==> config.mk <==
export PLATFORM = sky130hd
export DESIGN_NAME = fsc_plane_lane
export DESIGN_NICKNAME = d
export VERILOG_FILES = /design/src/fsc_pkg.sv /design/src/fsc_plane_lane.sv
export SDC_FILE = /design/constraint.sdc
export NUM_CORES = 2
export LEC_CHECK = 0
export BUFFER_PORTS_ARGS = -buffer_cell sky130_fd_sc_hd__buf_4
export CAP_MARGIN = 30
export CORE_MARGIN = 2
export CORE_UTILIZATION = 34
export CTS_CLUSTER_SIZE = 25
export DETAILED_ROUTE_END_ITERATION = 12
export HOLD_SLACK_MARGIN = 0.15
export SLEW_MARGIN = 15
export SYNTH_ARGS = -nofsm -noshare
export SYNTH_HDL_FRONTEND = slang
export SYNTH_SLANG_ARGS = --single-unit
==> constraint.sdc <==
create_clock -name clk -period 10.05 [get_ports clk]
set_input_delay 0.5025 -clock clk [delete_from_list [all_inputs] [get_ports clk]]
set_output_delay 0.5025 -clock clk [all_outputs]
set_load 0.01 [all_outputs]
==> src/fsc_pkg.sv <==
// Shared types, widths and codes of the frustum sphere cull unit.
package fsc_pkg;

  localparam int REG_COUNT     = 6;
  localparam int PLANE_COUNT_D = 6;
  localparam int CFG_IDX_W     = $clog2(REG_COUNT);
  localparam int CFG_DATA_W    = 64;

  localparam int COORD_W  = 24;
  localparam int RADIUS_W = 24;
  localparam int NORM_W   = 12;
  localparam int OFFS_W   = 28;
  localparam int PROD_W   = NORM_W + COORD_W;
  localparam int DIST_W   = 40;
  localparam int SCALE_SH = 10;

  localparam logic [RADIUS_W-1:0] RADIUS_INF = '1;

  localparam logic [1:0] KIND_POINT  = 2'd0;
  localparam logic [1:0] KIND_FULL   = 2'd1;
  localparam logic [1:0] KIND_PART   = 2'd2;
  localparam logic [1:0] KIND_UNUSED = 2'd3;

  // Register layout, lowest bits last: normal x at the bottom, offset on top.
  typedef struct packed {
    logic [OFFS_W-1:0] offset;
    logic [NORM_W-1:0] nz;
    logic [NORM_W-1:0] ny;
    logic [NORM_W-1:0] nx;
  } plane_t;

endpackage

==> src/fsc_plane_lane.sv <==
// One plane lane: products, two adder stages and the limit compare.
module fsc_plane_lane (
  input  logic                               clk,
  input  logic                               advance,
  input  fsc_pkg::plane_t                    plane,
  input  logic signed [fsc_pkg::COORD_W-1:0] point_x,
  input  logic signed [fsc_pkg::COORD_W-1:0] point_y,
  input  logic signed [fsc_pkg::COORD_W-1:0] point_z,
  input  logic signed [fsc_pkg::DIST_W-1:0]  limit,
  output logic                               pass
);

  logic signed [fsc_pkg::PROD_W-1:0] prod_x;
  logic signed [fsc_pkg::PROD_W-1:0] prod_y;
  logic signed [fsc_pkg::PROD_W-1:0] prod_z;
  logic signed [fsc_pkg::OFFS_W-1:0] offset_s1;
  logic signed [fsc_pkg::DIST_W-1:0] sum_xy;
  logic signed [fsc_pkg::DIST_W-1:0] sum_zo;
  logic signed [fsc_pkg::DIST_W-1:0] distance;
  logic signed [fsc_pkg::DIST_W-1:0] offset_scaled;

  // Offset moves from Q.8 to the Q.18 scale of the products.
  assign offset_scaled = fsc_pkg::DIST_W'($signed({offset_s1, {fsc_pkg::SCALE_SH{1'b0}}}));

  always_ff @(posedge clk) begin
    if (advance) begin
      prod_x    <= $signed(plane.nx) * point_x;
      prod_y    <= $signed(plane.ny) * point_y;
      prod_z    <= $signed(plane.nz) * point_z;
      offset_s1 <= $signed(plane.offset);
      sum_xy    <= fsc_pkg::DIST_W'(prod_x) + fsc_pkg::DIST_W'(prod_y);
      sum_zo    <= fsc_pkg::DIST_W'(prod_z) + offset_scaled;
      distance  <= sum_xy + sum_zo;
      pass      <= !(distance < limit);
    end
  end

endmodule

# Yosys cells after proc, flatten, opt, wreduce, memory -nomap -nowiden
# Cells that the tools add are included.
word_totals:
  romBits: 0
  out_inout_bits: 1
  wordCells: 16
  mem_bits_rw: 0
  n_memories: 0
  register_bits: 257
  input_bits: 178
  latch_bits: 0
classes:
  n_div: 0
  add_sub_neg: 3
  mux: 0
  shift: 0
  eq_ne: 0
  bitwise: 0
  order_cmp: 1
  n_reduce_logical: 1
  n_mul: 3
op_table:
  columns: ["cell", "n"]
  rows:
  - ["$mul 12x24->36", 3]
  - ["$add 40x40->40", 1]
  - ["$lt 40x40->1", 1]
  - ["$add 36x38->39", 1]
  - ["$add 36x36->37", 1]
  - ["$logic_not 1->1", 1]

# Depth between registers and ports, before layout
depth:
  ltp_word: 2
  ltp_mapped: 23
  depth_no_buf: 21

# Worst setup path before layout
# No wires, ideal clock.
synth_timing:
  kind: "input port to flip-flop"
  from: "in point_y[7] (netlist name)"
  to: "reg prod_y[35] (netlist name), data pin"
  required_ns: 9.781
  setup_slack_ns: 4.248
  path_buffers: 1
  stages: 20
  setup_ns: 0.269
  t_arrival_ns: 5.532
  cell_sequence: "clkbuf_1 -> nand2_1 -> fa_1 -> fa_1 -> fa_1 -> inv_1 -> fa_1 -> inv_1 -> fa_1 -> inv_1 -> ha_1 -> o211ai_1 -> a21oi_1 -> nor4b_2 -> o41ai_2 -> a211oi_2 -> o21ai_1 -> o311a_1 -> mux2i_1 -> o311ai_1"
synth_via:
  elab_chain_cells: 1
synth_rtl:
  columns: ["element", "line_no", "source"]
  rows:
  - ["start, declared", "fsc_plane_lane.sv:7", "input logic signed [fsc_pkg::COORD_W-1:0] point_y,"]
  - ["$mul 12x24->36", "fsc_plane_lane.sv:28", "prod_y <= $signed(plane.ny) * point_y;"]
  - ["end signal, assigned", "fsc_plane_lane.sv:28", null]
  - ["end, declared", "fsc_plane_lane.sv:14", "logic signed [fsc_pkg::PROD_W-1:0] prod_y;"]
# Every way passes these cells.
# A chain may end at the register's enable or synchronous reset.

# Worst setup path in the final report
layout_timing:
  from: "in plane[23] (netlist name)"
  to: "reg prod_y[35] (netlist name), data pin"
layout_via:
  elab_chain_cells: 1
layout_rtl:
  columns: ["element", "line_no", "source"]
  rows:
  - ["start, declared", "fsc_plane_lane.sv:5", "input fsc_pkg::plane_t plane,"]
  - ["$mul 12x24->36", "fsc_plane_lane.sv:28", null]
# Every way passes these cells.

==> impl_metrics.csv <==
group,metric,value,unit
clocking,clockBufferDepth,3,
floorplanning,core-area,0.125,mm^2
yosys,synthFlopType,"edfxtp_1",
timing,period_needed,5.92,ns
yosys,yosysMostFrequentCell,"inv_1",
place,dp_hpwl,85300,um
floorplanning,floorplan.initialDensity,34.2,%
timing,max_freq,169,MHz
yosys,syn_nets,5822,
global_routing,grt_pass1_wl,172000,um
flow_run,maxCapViolCount,0,
worst_setup_path,startpoint,"plane[23]",
yosys,ys_seq_elements,253,
yosys,netlist_top_cells_area,"fa_1, edfxtp_1, ha_1",
layout,fillerInstances,12500,
global_routing,grt_antenna_before_repair,9,
place,gp_congestion,0.900,
layout,design_area,0.0470,mm^2
timing,clock_skew,0.0375,ns
timing,tightest_slew,0.885,ns
worst_setup_path,critical_path.max_fanout,21,
detailed_routing,vias,30100,
yosys,netlist_area,0.0429,mm^2
clocking,cts_buffers,30,
yosys,synth_cell_types,74,
detailed_routing,drt_first_pass_iters,5,
clocking,clkSlewWorstSetupHoldPaths,0.06,ns
timing,hold_violations,0,
timing,rsz0062_at_grt,"false",
worst_setup_path,timing.critical_path.to,"prod_y[35]",
floorplanning,die_w,359,um
floorplanning,num_rows,130,
worst_setup_path,start_kind,"input pin",
worst_setup_path,cp.required,10.33,ns
worst_hold_path,hold_class,"input pin to flop",
worst_setup_path,path_class,"input pin to flop",
worst_setup_path,crit_chain,"buf_4, inv_1, nor2_1, fa_1, fa_1, fa_1, fa_1, inv_1, fa_1, inv_1, ha_1, nand4_1, nor2_1, a2111oi_2, o41ai_2, a211oi_2, o21ai_1, o311a_1, mux2i_1, o311ai_1",
worst_setup_path,cp.arrival,6.20,ns
global_routing,grt_start_max_net_pins,149,
layout,fin_util,37.5,%
worst_setup_path,critPathSlowestCell,"inv_1",
detailed_routing,routed_via_density,4.81,
outcome,status,"completed",
detailed_routing,drt_iter0_drc,1718,
yosys,syn_inst,4500,
yosys,async_flop_share,0,%
global_routing,overflow,0,
clocking,clock_latency,0.59,ns
yosys,ys.warnings.count,0,
clocking,clock_sinks,253,
detailed_routing,drc,0,
worst_setup_path,r2r_end,"distance[38]",
timing,fin_tns_setup,0,ns
place,io_buffers,178,
yosys,synth_edf_count,253,
place,dpl_cell_area,0.0457,mm^2
layout,syn_to_final_growth,9.52,%
yosys,synth_top_area_cell,"fa_1",
timing,maxSlewHeadroom,41.0,%
yosys,seq_area_frac_synth,17.7,%
floorplanning,die-height,359,um
detailed_routing,drt-total-wl,105000,um
layout,final_layout_size_suffix_gt1_share,5.39,%
global_routing,grt_usage,16.6,%
clocking,h-tree-depth,1,
worst_setup_path,reg2reg_from,"sum_zo[0]",
detailed_routing,drtAntennaViolNets,0,
worst_setup_path,r2r_cells,12,
yosys,synth.avg_cell_area,9.53,um^2
yosys,netlist.area_leader.share,36.3,%
layout,nNetsFinal,5904,
timing,slew_violations,0,
timing,finalCritPeriodShare,58.9,%
yosys,synth_commonest_cells,"inv_1, fa_1, nand2_1, ha_1, edfxtp_1",
clocking,cts_tree,"yes",
worst_setup_path,rrSetupSlack,6.54,ns
floorplanning,io_pins,179,
worst_hold_path,hold_path_depth,2,
worst_setup_path,cp-end-kind,"flop",
clocking,clockRootBuffer,"clkbuf_16",
timing,setup_viol,0,
floorplanning,dieArea,0.129,mm^2
worst_setup_path,cpMostUsedCell,"fa_1",
global_routing,grt_pass1_vias,31700,
detailed_routing,wl_per_cell,16.8,um
worst_setup_path,cp_slowest_stage_delay,0.53,ns
==> placed cells by master (no fill, tap or decap), drive strengths merged, types with 27 or more instances in the layout <==
master,Yosys,routed
ha,367,367
a21oi,164,164
inv,995,996
nand2,656,656
nor3,36,36
dlygate4sd3,0,28
nand4,27,27
edfxtp,253,253
buf,2,179
a21o,109,109
xnor2,138,138
nor2,161,161
o21ai,82,82
fa,777,777
nand2b,33,33
and2,210,210
clkbuf,155,32
o21bai,27,27
nand3,30,30
xor2,51,51
==> how the worst min path moves through the flow <==
stage / from / to / slack (ns)
after floorplan: prod_z[0] / sum_zo[0] / 0.40
after global placement: prod_z[2] / sum_zo[2] / 0.41
after detailed placement: prod_z[8] / sum_zo[8] / 0.42
after CTS: point_x[0] / prod_x[0] / 0.36
after global routing: point_x[0] / prod_x[0] / 0.38
final: point_x[0] / prod_x[0] / 0.39
==> routing by layer <==
| layer | GRT usage (%) | routed length [um] | up-vias |
|---|---|---|---|
| li1 | - | - | 14100 |
| met1 | 23.4 | 47900 | 15000 |
| met2 | 26.9 | 48100 | 849 |
| met3 | 2.83 | 7010 | 124 |
| met4 | 3.46 | 2110 | 4 |
| met5 | 0 | 28 | - |
==> sequential cells by signal, indices dropped and copies added (netlist names) <==
signal and count:
offset_s1 28, prod_z 36, pass 1, prod_y 36, prod_x 36, sum_zo 39, sum_xy 37, distance 40
==> worst max-delay path, delay by kind of cell <==
family          cells  cell delay, ns
compound gates      6            1.54
buf+inv             4            0.76
mux                 1            0.17
simple gates        3            0.43
fa+ha+maj           6            2.77
==> metrics by stage <==
stage | instances | hold WS, ns | setup WS (ns)
after floorplan | 4500 | 0.400 | 4.25
after global placement | 6172 | 0.406 | 3.75
after detailed placement | 6172 | 0.415 | 3.64
after CTS | 6253 | 0.357 | 4.19
after global routing | 6254 | 0.379 | 3.86
final | 6255 | 0.388 | 4.13
==> cell type report <==
type | count | area [um^2] | share of cell area, %
diodes | 2 | 5.00 | 0.0107
clock buffers | 32 | 758 | 1.61
clock inverters | 21 | 209 | 0.445
inverters | 995 | 3730 | 7.95
multi-input cells | 3095 | 31000 | 65.9
flip-flops and latches | 253 | 7600 | 16.2
well taps | 1650 | 2060 | 4.39
repair buffers | 207 | 1640 | 3.50
==> cells by family (layout without fill, tap and decap cells) <==
group,after synthesis,in the layout,share of synthesized area (%)
AOI/OAI and AO/OA,536,536,8.32
xor gates and xnor gates,189,189,3.86
adders and majority gates,1144,1144,47.0
buffers and inverters,1152,1255,10.1
DFF,253,253,17.7
muxes,4,4,0.0933
other,0,2,0
and+or+nand+nor,1222,1222,13.0
==> what timing repair did <==
item                                   4_1_cts  5_1_grt
setup buffers                                0        0
hold buffers                                28        0
endpoints found under the hold margin       28        0
resized for setup                            0        0
Power is left out: the tool's default activity adds up to more than one toggle a clock period on the data nets, which glitch-free logic cannot reach.
