==> src/fsc_pkg.sv <==
// Shared types, widths and codes of the frustum sphere cull unit.
package fsc_pkg;

  localparam int REG_COUNT     = 6;
  localparam int PLANE_COUNT_D = 6;
  localparam int CFG_IDX_W     = $clog2(REG_COUNT);
  localparam int CFG_DATA_W    = 64;

  localparam int COORD_W  = 24;
  localparam int RADIUS_W = 24;
  localparam int NORM_W   = 12;
  localparam int OFFS_W   = 28;
  localparam int PROD_W   = NORM_W + COORD_W;
  localparam int DIST_W   = 40;
  localparam int SCALE_SH = 10;

  localparam logic [RADIUS_W-1:0] RADIUS_INF = '1;

  localparam logic [1:0] KIND_POINT  = 2'd0;
  localparam logic [1:0] KIND_FULL   = 2'd1;
  localparam logic [1:0] KIND_PART   = 2'd2;
  localparam logic [1:0] KIND_UNUSED = 2'd3;

  // Register layout, lowest bits last: normal x at the bottom, offset on top.
  typedef struct packed {
    logic [OFFS_W-1:0] offset;
    logic [NORM_W-1:0] nz;
    logic [NORM_W-1:0] ny;
    logic [NORM_W-1:0] nx;
  } plane_t;

endpackage

==> src/fsc_plane_regs.sv <==
// Clip plane register file written through the configuration channel.
module fsc_plane_regs (
  input  logic                             clk,
  input  logic                             rst,
  input  logic                             cfg_valid,
  input  logic [fsc_pkg::CFG_IDX_W-1:0]    cfg_index,
  input  logic [fsc_pkg::CFG_DATA_W-1:0]   cfg_data,
  output fsc_pkg::plane_t                  planes [fsc_pkg::REG_COUNT]
);

  fsc_pkg::plane_t plane_q [fsc_pkg::REG_COUNT];

  always_ff @(posedge clk) begin
    if (rst) begin
      for (int i = 0; i < fsc_pkg::REG_COUNT; i++) begin
        plane_q[i] <= '0;
      end
    end else if (cfg_valid && (cfg_index < fsc_pkg::CFG_IDX_W'(fsc_pkg::REG_COUNT))) begin
      // Indexes past the last plane register are dropped.
      plane_q[cfg_index] <= fsc_pkg::plane_t'(cfg_data);
    end
  end

  assign planes = plane_q;

endmodule

==> config.mk <==
export PLATFORM = sky130hd
export DESIGN_NAME = fsc_plane_regs
export DESIGN_NICKNAME = d
export VERILOG_FILES = /design/src/fsc_pkg.sv /design/src/fsc_plane_regs.sv
export SDC_FILE = /design/constraint.sdc
export NUM_CORES = 1
export LEC_CHECK = 0
export BUFFER_PORTS_ARGS = -buffer_cell sky130_fd_sc_hd__buf_4
export CAP_MARGIN = 30
export CORE_MARGIN = 2
export CORE_UTILIZATION = 35
export CTS_CLUSTER_SIZE = 10
export DETAILED_ROUTE_END_ITERATION = 16
export MAX_ROUTING_LAYER = met4
export SYNTH_ARGS = -nofsm -noshare
export SYNTH_HDL_FRONTEND = slang
export SYNTH_SLANG_ARGS = --single-unit
==> constraint.sdc <==
create_clock -name clk -period 3.85 [get_ports clk]
set_clock_uncertainty 0.1 [all_clocks]
set_input_delay 0.5775 -clock clk [delete_from_list [all_inputs] [get_ports clk]]
set_output_delay 0.5775 -clock clk [all_outputs]
set_load 0.01 [all_outputs]
### Word level (Yosys, flattened, before mapping)

Index checks and enable logic that the tools add are counted.

| storage, ports and cells | value |
|---|---|
| output and inout bits | 384 |
| bits of input ports | 70 |
| word-level logic and storage cells | 33 |
| bits in registers | 384 |

| operators by class | value |
|---|---|
| magnitude comparators | 3 |
| reduce and logical (&&, ||, !) cells | 2 |
| bitwise operators | 1 |
| muxes and demuxes | 3 |

Operators with widths:

| cell | count |
|---|---|
| 384-bit bitwise mux | 1 |
| 64-bit demux with 3-bit select | 1 |
| 64-bit two-way mux | 1 |
| 4-bit >= comparator, second input constant | 1 |
| 4-bit by 1-bit less-than comparator with 1-bit output, second input constant | 1 |
| 3-bit inverter with 4-bit output | 1 |
| 3-bit less-than comparator, second input constant | 1 |
| 1-bit logical AND | 2 |

### Depth between registers and ports, before layout

Gate-level depths: netlist of the first run.

| logic depth | value |
|---|---|
| word-level depth | 6 |
| depth in mapped cells | 5 |
| mapped depth without buffers | 2 |

### Least setup slack after synthesis of the first run

Ideal clock, no wire load.

| timing path | value |
|---|---|
| path type | input -> register |
| start point | input port cfg_index[2] (netlist name) |
| end point | register plane_q, in the netlist planes[373] |
| cell stages on the path | 4 |
| arrival | 1495 ps |
| library setup time | 124 ps |
| path slack | 2131 ps |
| cell sequence | or4b_1 buf_6 buf_12 mux2i_1 |

| on the way | value |
|---|---|
| cells in the longest elaborated chain, start to end | 6 |
| elaborated cells on any way between the ends | 9 |
| those cells by class | order compare (3); mux (3); bitwise (1); reduce/logical (2) |

RTL lines:

| item | RTL line | RTL |
|---|---|---|
| start, declared | fsc_plane_regs.sv:6 | `input logic [fsc_pkg::CFG_IDX_W-1:0] cfg_index,` |
| 3-bit inverter with 4-bit output (implied by the code) | fsc_plane_regs.sv:20 | `plane_q[cfg_index] <= fsc_pkg::plane_t'(cfg_data);` |
| 4-bit >= comparator (implied by the code) / 4-bit by 1-bit less-than comparator with 1-bit output (equally long branches) | fsc_plane_regs.sv:20 |  |
| 1-bit logical AND (implied by the code) | fsc_plane_regs.sv:20 |  |
| 64-bit two-way mux (implied by the code) | fsc_plane_regs.sv:20 |  |
| 64-bit demux with 3-bit select | fsc_plane_regs.sv:20 |  |
| 384-bit bitwise mux | fsc_plane_regs.sv:20 |  |
| end signal, assigned by index | fsc_plane_regs.sv:20 |  |
| end, declared | fsc_plane_regs.sv:11 | `fsc_pkg::plane_t plane_q [fsc_pkg::REG_COUNT];` |

Parallel ways exist; a longest one is shown, timed or not.
A chain may end at the register's enable or synchronous reset.

### Worst setup path after layout of the first run

| timing path | value |
|---|---|
| start point | input port cfg_index[0] (netlist name) |
| end point | register plane_q, in the netlist planes[255] |

The elaborated chain is that of the path after synthesis.

==> impl_metrics.csv, run 1 <==
group,metric,value,unit
outcome,status,"completed",
detailed_routing,totalWireLength,45.70,mm
clock_tree,clkLatencyLatePin,0.55,ns
clock_tree,htreeDepth,2,
worst_setup_path,r2r_setup_slack,3.09,ns
clock_tree,cts_resized,0,
sta,setup-violations-final,0,
clock_tree,cts_buffers,45,
detailed_routing,wl_per_cell,19.95,um
sta,tightest_slew,0.9539,ns
clock_tree,clk_pin_slew_worst_paths,0.05,ns
power_and_ir_drop,p_total,8.539,mW
job,cap_violations,0,
place,routabilityCongestion,0.8247,
synth,ys_seq_area_share,51.79,%
synth,syn_area,0.01484,sq mm
final_layout,final_core_util,47.70,%
place,numPortBuffers,453,
global_routing,grt_max_degree,101,
final_layout,drive_above_1_share,29.93,%
sta,fin_crit,2.010,ns
floorplan,pin_count,454,
final_layout,layout.cells.non_filler,2291,
worst_setup_path,cp-start-kind,"input pin",
clock_tree,cts_setup_buffers,0,
sta,fin_crit_sh,52.20,%
synth,yosysWarnings,0,
sta,tns,0,ns
detailed_routing,viasPerCell,4.678,
clock_tree,clockBufferDepth,3,
worst_setup_path,endpoint_kind,"register",
worst_setup_path,cp.required,4.16,ns
synth,syn_avg_cell_area,11.26,sq um
global_routing,grt_usage,20.65,%
final_layout,fin_nets,1809,
detailed_routing,firstDrtPassIters,4,
power_and_ir_drop,vdd_drop_max,0.0002531,V
floorplan,start_util,35.39,%
final_layout,layout_common_cells,"buf_4, nand2b_1, mux2i_1, dfxtp_1, clkbuf_16",
detailed_routing,drc_errors,0,
min_path,min_from,"cfg_data[41]",
floorplan,die-area,0.04407,sq mm
detailed_routing,vias,10720,
worst_setup_path,rr_endpoint,"planes[182]$_SDFFE_PP0P_",
floorplan,fp.coreArea,0.04195,sq mm
clock_tree,cts_tree,"yes",
sta,rsz0062_at_grt,"false",
min_path,hold_end,"planes[233]$_SDFFE_PP0P_",
synth,synth.distinct_cells,12,
global_routing,grt_remaining_overflow,0,
worst_setup_path,worstPathArrival,2.32,ns
global_routing,grt_pass1_vias,10730,
final_layout,layout_commonest_cell,"buf_4",
final_layout,area_growth,34.79,%
worst_setup_path,worst_r2r_path_depth,2,
detailed_routing,postRouteAntennaNets,0,
sta,relSlewSlack,36.41,%
final_layout,largest_reg_flops,384,
power_and_ir_drop,power_density,426.8,mW/mm^2
clock_tree,cts_hold_buffers,0,
worst_setup_path,path_max_fanout,33,
place,dp_hpwl,30.90,mm
floorplan,die_y,209.9,um
synth,synth_nets,1388,
clock_tree,clock-sinks,384,
worst_setup_path,crit_type,"input pin to register",
sta,fmax,497.6,MHz
sta,hold_viol,0,
min_path,holdPathStages,3,
synth,yosys_register_bits,384,
clock_tree,clockRootBuffer,"clkbuf_16",
floorplan,dieWidth,209.9,um
global_routing,antenna_found_initial,1,
power_and_ir_drop,leakage,10.12,nW
worst_setup_path,reg2reg_from,"planes[182]$_SDFFE_PP0P_",
detailed_routing,drt_iter0_drc,474,
global_routing,grt_pass1_wl,67.62,mm
synth,syn_inst,1318,
min_path,hp-class,"input pin to register",
floorplan,rows,75,
place,dpl.cell_count,2231,
sta,slew_violations,0,
==> kinds of logic after synthesis <==
family	Yosys count	synth area share, %
and+or+nand+nor	456	19.44
muxes	384	25.89
DFF	384	51.79
buffers and inverters	94	2.883
==> final cells by class <==
cell class                      instances  area (sq um)
Clock buffer                           56          1220
Timing Repair Buffer                  468          3621
Multi-Input combinational cell        840          6784
Tap cell                              539         674.4
Clock inverter                          3         18.77
Fill cell                            3961         21940
Antenna cell                            1         2.502
Sequential cell                       384          7687
==> synthesized netlist by cell type <==
library cell / count / area share, %
buf_2: 41 / 1.4
buf_12: 1 / 0.13
nand4bb_1: 3 / 0.23
nand2b_1: 448 / 19
buf_6: 1 / 0.076
mux2i_1: 384 / 26
dfxtp_1: 384 / 52
and4bb_2: 1 / 0.084
nor4b_1: 1 / 0.059
clkbuf_1: 51 / 1.3
nand4b_1: 2 / 0.12
or4b_1: 1 / 0.067
==> per-layer routing <==
layer	up-vias	wire length, um	GRT usage (%)
met5	-	0	-
met4	0	1141	6.725
met3	67	4107	7.420
met2	353	20690	31.68
met1	5130	19770	25.31
li1	5167	-	-
==> metrics by stage <==
stage | setup slack [ns] | instance area [sq um] | hold WS, ns
2_1_floorplan | 2.131 | 14840 | 0.3926
3_3_place_gp | 1.323 | 18770 | 0.3603
3_5_place_dp | 1.285 | 18770 | 0.3619
4_1_cts | 1.896 | 20010 | 0.3001
5_1_grt | 1.804 | 20010 | 0.3598
6_report | 1.840 | 20010 | 0.3361
==> how the worst max path moves through the flow <==
stage,start,end,slack (ns),depth (start not counted)
after detailed placement,cfg_index[0],planes[255]$_SDFFE_PP0P_,1.29,4
after floorplan,cfg_index[2],planes[373]$_SDFFE_PP0P_,2.13,4
after global placement,cfg_index[0],planes[255]$_SDFFE_PP0P_,1.32,4
final,cfg_index[0],planes[255]$_SDFFE_PP0P_,1.84,4
after CTS,cfg_index[0],planes[227]$_SDFFE_PP0P_,1.90,4
after global routing,cfg_index[0],planes[92]$_SDFFE_PP0P_,1.80,5
==> report_power, final <==
part | leakage [nW] | switching, mW | total [mW] | internal (mW)
registers | 3.11 | 0.0486 | 4.11 | 4.07
clock network | 0.608 | 1.56 | 3.75 | 2.19
logic | 6.40 | 0.349 | 0.674 | 0.325
==> critical path: stages <==
cell	delay, ns
buf_4	0.15
nand4bb_4	0.84
buf_12	0.49
mux2i_1	0.15
No activity file was read; power rests on OpenSTA's default activity.
==> inputs of run 2 (changes only) <==
==> constraint.sdc (replaced) <==
create_clock -name clk -period 1.78 [get_ports clk]
set_clock_uncertainty 0.1 [all_clocks]
set_input_delay 0.267 -clock clk [delete_from_list [all_inputs] [get_ports clk]]
set_output_delay 0.267 -clock clk [all_outputs]
set_load 0.01 [all_outputs]
==> run 2 against run 1 <==
Effect of this change:
- utilization increased by 0.68 points
- sequential power rose by 120%
- global-route usage up 0.46 points
- total power is 120% higher
- final area grew 1.4%
- die area is the same
- worst setup slack got worse by 1.5 ns
- highest routed layer unchanged
- combinational power is 120% higher
- register-to-register slack worse by 2.1 ns
==> impl_metrics.csv, run 2 (same netlist as run 1, synthesis figures left out) <==
group,metric,value,unit
worst_setup_path,r2r_setup_slack,1.01,ns
sta,setup_slack,0.3112,ns
clock_tree,cts_tree,"yes",
floorplan,start_util,35.39,%
worst_setup_path,worstPathArrival,1.10,ns
final_layout,area_growth,36.71,%
worst_setup_path,cp.required,1.41,ns
sta,setup-violations-final,0,
worst_setup_path,worst_r2r_path_depth,2,
place,dp_hpwl,32.28,mm
floorplan,die-area,0.04407,sq mm
min_path,hold_end,"planes[127]$_SDFFE_PP0P_",
worst_setup_path,path_buf_inv,1,
final_layout,fin_nets,1833,
worst_setup_path,slowest_stage,"dfxtp_1",
clock_tree,clock-sinks,384,
detailed_routing,drt_iter0_drc,455,
detailed_routing,totalWireLength,46.05,mm
sta,relSlewSlack,61.03,%
clock_tree,clkLatencyLatePin,0.55,ns
min_path,min_from,"cfg_data[63]",
detailed_routing,drc_errors,0,
sta,fin_crit,1.469,ns
sta,tightest_slew,0.5846,ns
sta,hold_viol,0,
worst_setup_path,slowest_delay,0.36,ns
clock_tree,htreeDepth,2,
final_layout,fill_cells,3898,
final_layout,largest_reg_flops,384,
job,cap_violations,0,
power_and_ir_drop,p_total,18.54,mW
final_layout,drive_above_1_share,30.59,%
clock_tree,clockBufferDepth,3,
sta,hold_ws,0.02153,ns
worst_setup_path,path_max_fanout,2,
detailed_routing,wl_per_cell,19.87,um
place,routabilityCongestion,0.8190,
global_routing,antenna_found_initial,3,
global_routing,grt_max_degree,76,
clock_tree,clk_pin_slew_worst_paths,0.06,ns
detailed_routing,postRouteAntennaNets,0,
global_routing,grt_usage,21.11,%
global_routing,grt_remaining_overflow,0,
global_routing,grt_pass1_wl,69.25,mm
global_routing,grt_pass1_vias,11000,
final_layout,layout_commonest_cell,"buf_4",
worst_setup_path,cp-start-kind,"register",
worst_setup_path,cp_cell_sequence,"buf_4",
sta,fmax,680.8,MHz
power_and_ir_drop,leakage,10.26,nW
power_and_ir_drop,power_density,913.6,mW/mm^2
floorplan,dieWidth,209.9,um
power_and_ir_drop,vdd_drop_max,0.0004986,V
detailed_routing,firstDrtPassIters,4,
floorplan,pin_count,454,
min_path,holdPathStages,3,
detailed_routing,viasPerCell,4.668,
final_layout,final_area,0.02029,sq mm
final_layout,layout.cells.non_filler,2317,
floorplan,die_y,209.9,um
place,postPlaceCellArea,0.01900,sq mm
outcome,status,"completed",
sta,slew_violations,0,
sta,fin_crit_sh,82.52,%
sta,tns,0,ns
clock_tree,cts_buffers,45,
final_layout,layout_common_cells,"buf_4, nand2b_1, mux2i_1, dfxtp_1, clkbuf_16",
worst_setup_path,rr_endpoint,"planes[139]$_SDFFE_PP0P_",
floorplan,rows,75,
floorplan,fp.coreArea,0.04195,sq mm
worst_setup_path,cp_top_family,"flip-flops",
min_path,hp-class,"input pin to register",
place,numPortBuffers,453,
worst_setup_path,reg2reg_from,"planes[139]$_SDFFE_PP0P_",
final_layout,final_core_util,48.38,%
place,dpl.cell_count,2250,
place,pre_cts_ws,0.1070,ns
sta,rsz0062_at_grt,"false",
clock_tree,clockRootBuffer,"clkbuf_16",
detailed_routing,vias,10820,
worst_setup_path,endpoint_kind,"primary output",
worst_setup_path,crit_type,"register to primary output",
## run 2: changes by cell type in the layout (fill, tap and decap cells not counted)
cell,before,now
diode_2,1,3
buf_12,8,15
buf_4,459,471
dlygate4sd3_1,0,5
## run 2: area by class of cell
type	instances	area (sq um)	area share [%]
Sequential cell	384	7687	37.88
Multi-Input combinational cell	840	6784	33.43
Timing Repair Buffer	492	3901	19.22
Clock buffer	56	1220	6.011
Tap cell	539	674.4	3.323
Clock inverter	3	18.77	0.09248
Antenna cell	3	7.507	0.03699
## run 2: where the power goes
| group | total, mW | leakage, nW | switching (mW) | internal (mW) |
|---|---|---|---|---|
| Sequential | 8.90 | 3.11 | 0.110 | 8.79 |
| Combinational | 1.48 | 6.55 | 0.742 | 0.738 |
| Clock | 8.16 | 0.608 | 3.42 | 4.74 |
| Total | 18.5 | 10.3 | 4.27 | 14.3 |
## run 2: per-layer routing
metal | up-vias | track usage (%) | routed length, um
li1 | 5226 | - | -
met5 | - | - | 0
met2 | 340 | 32.23 | 20770
met3 | 69 | 7.464 | 4127
met4 | 0 | 7.312 | 1218
met1 | 5180 | 25.91 | 19930
## run 2: what timing repair did
action	4_1_cts	5_1_grt
resized for setup	0	0
hold buffers	5	0
setup buffers	0	0
hold endpoints to repair	12	0
## run 2: how the worst max path moves through the flow
stage	startpoint	to	cells past startpoint
detailed placement	cfg_index[2]	planes[349]$_SDFFE_PP0P_	5
floorplan	cfg_index[2]	planes[373]$_SDFFE_PP0P_	4
CTS	planes[191]$_SDFFE_PP0P_	planes[191]	1
finish	planes[191]$_SDFFE_PP0P_	planes[191]	1
global placement	cfg_index[2]	planes[358]$_SDFFE_PP0P_	5
global route	planes[139]$_SDFFE_PP0P_	planes[139]	1
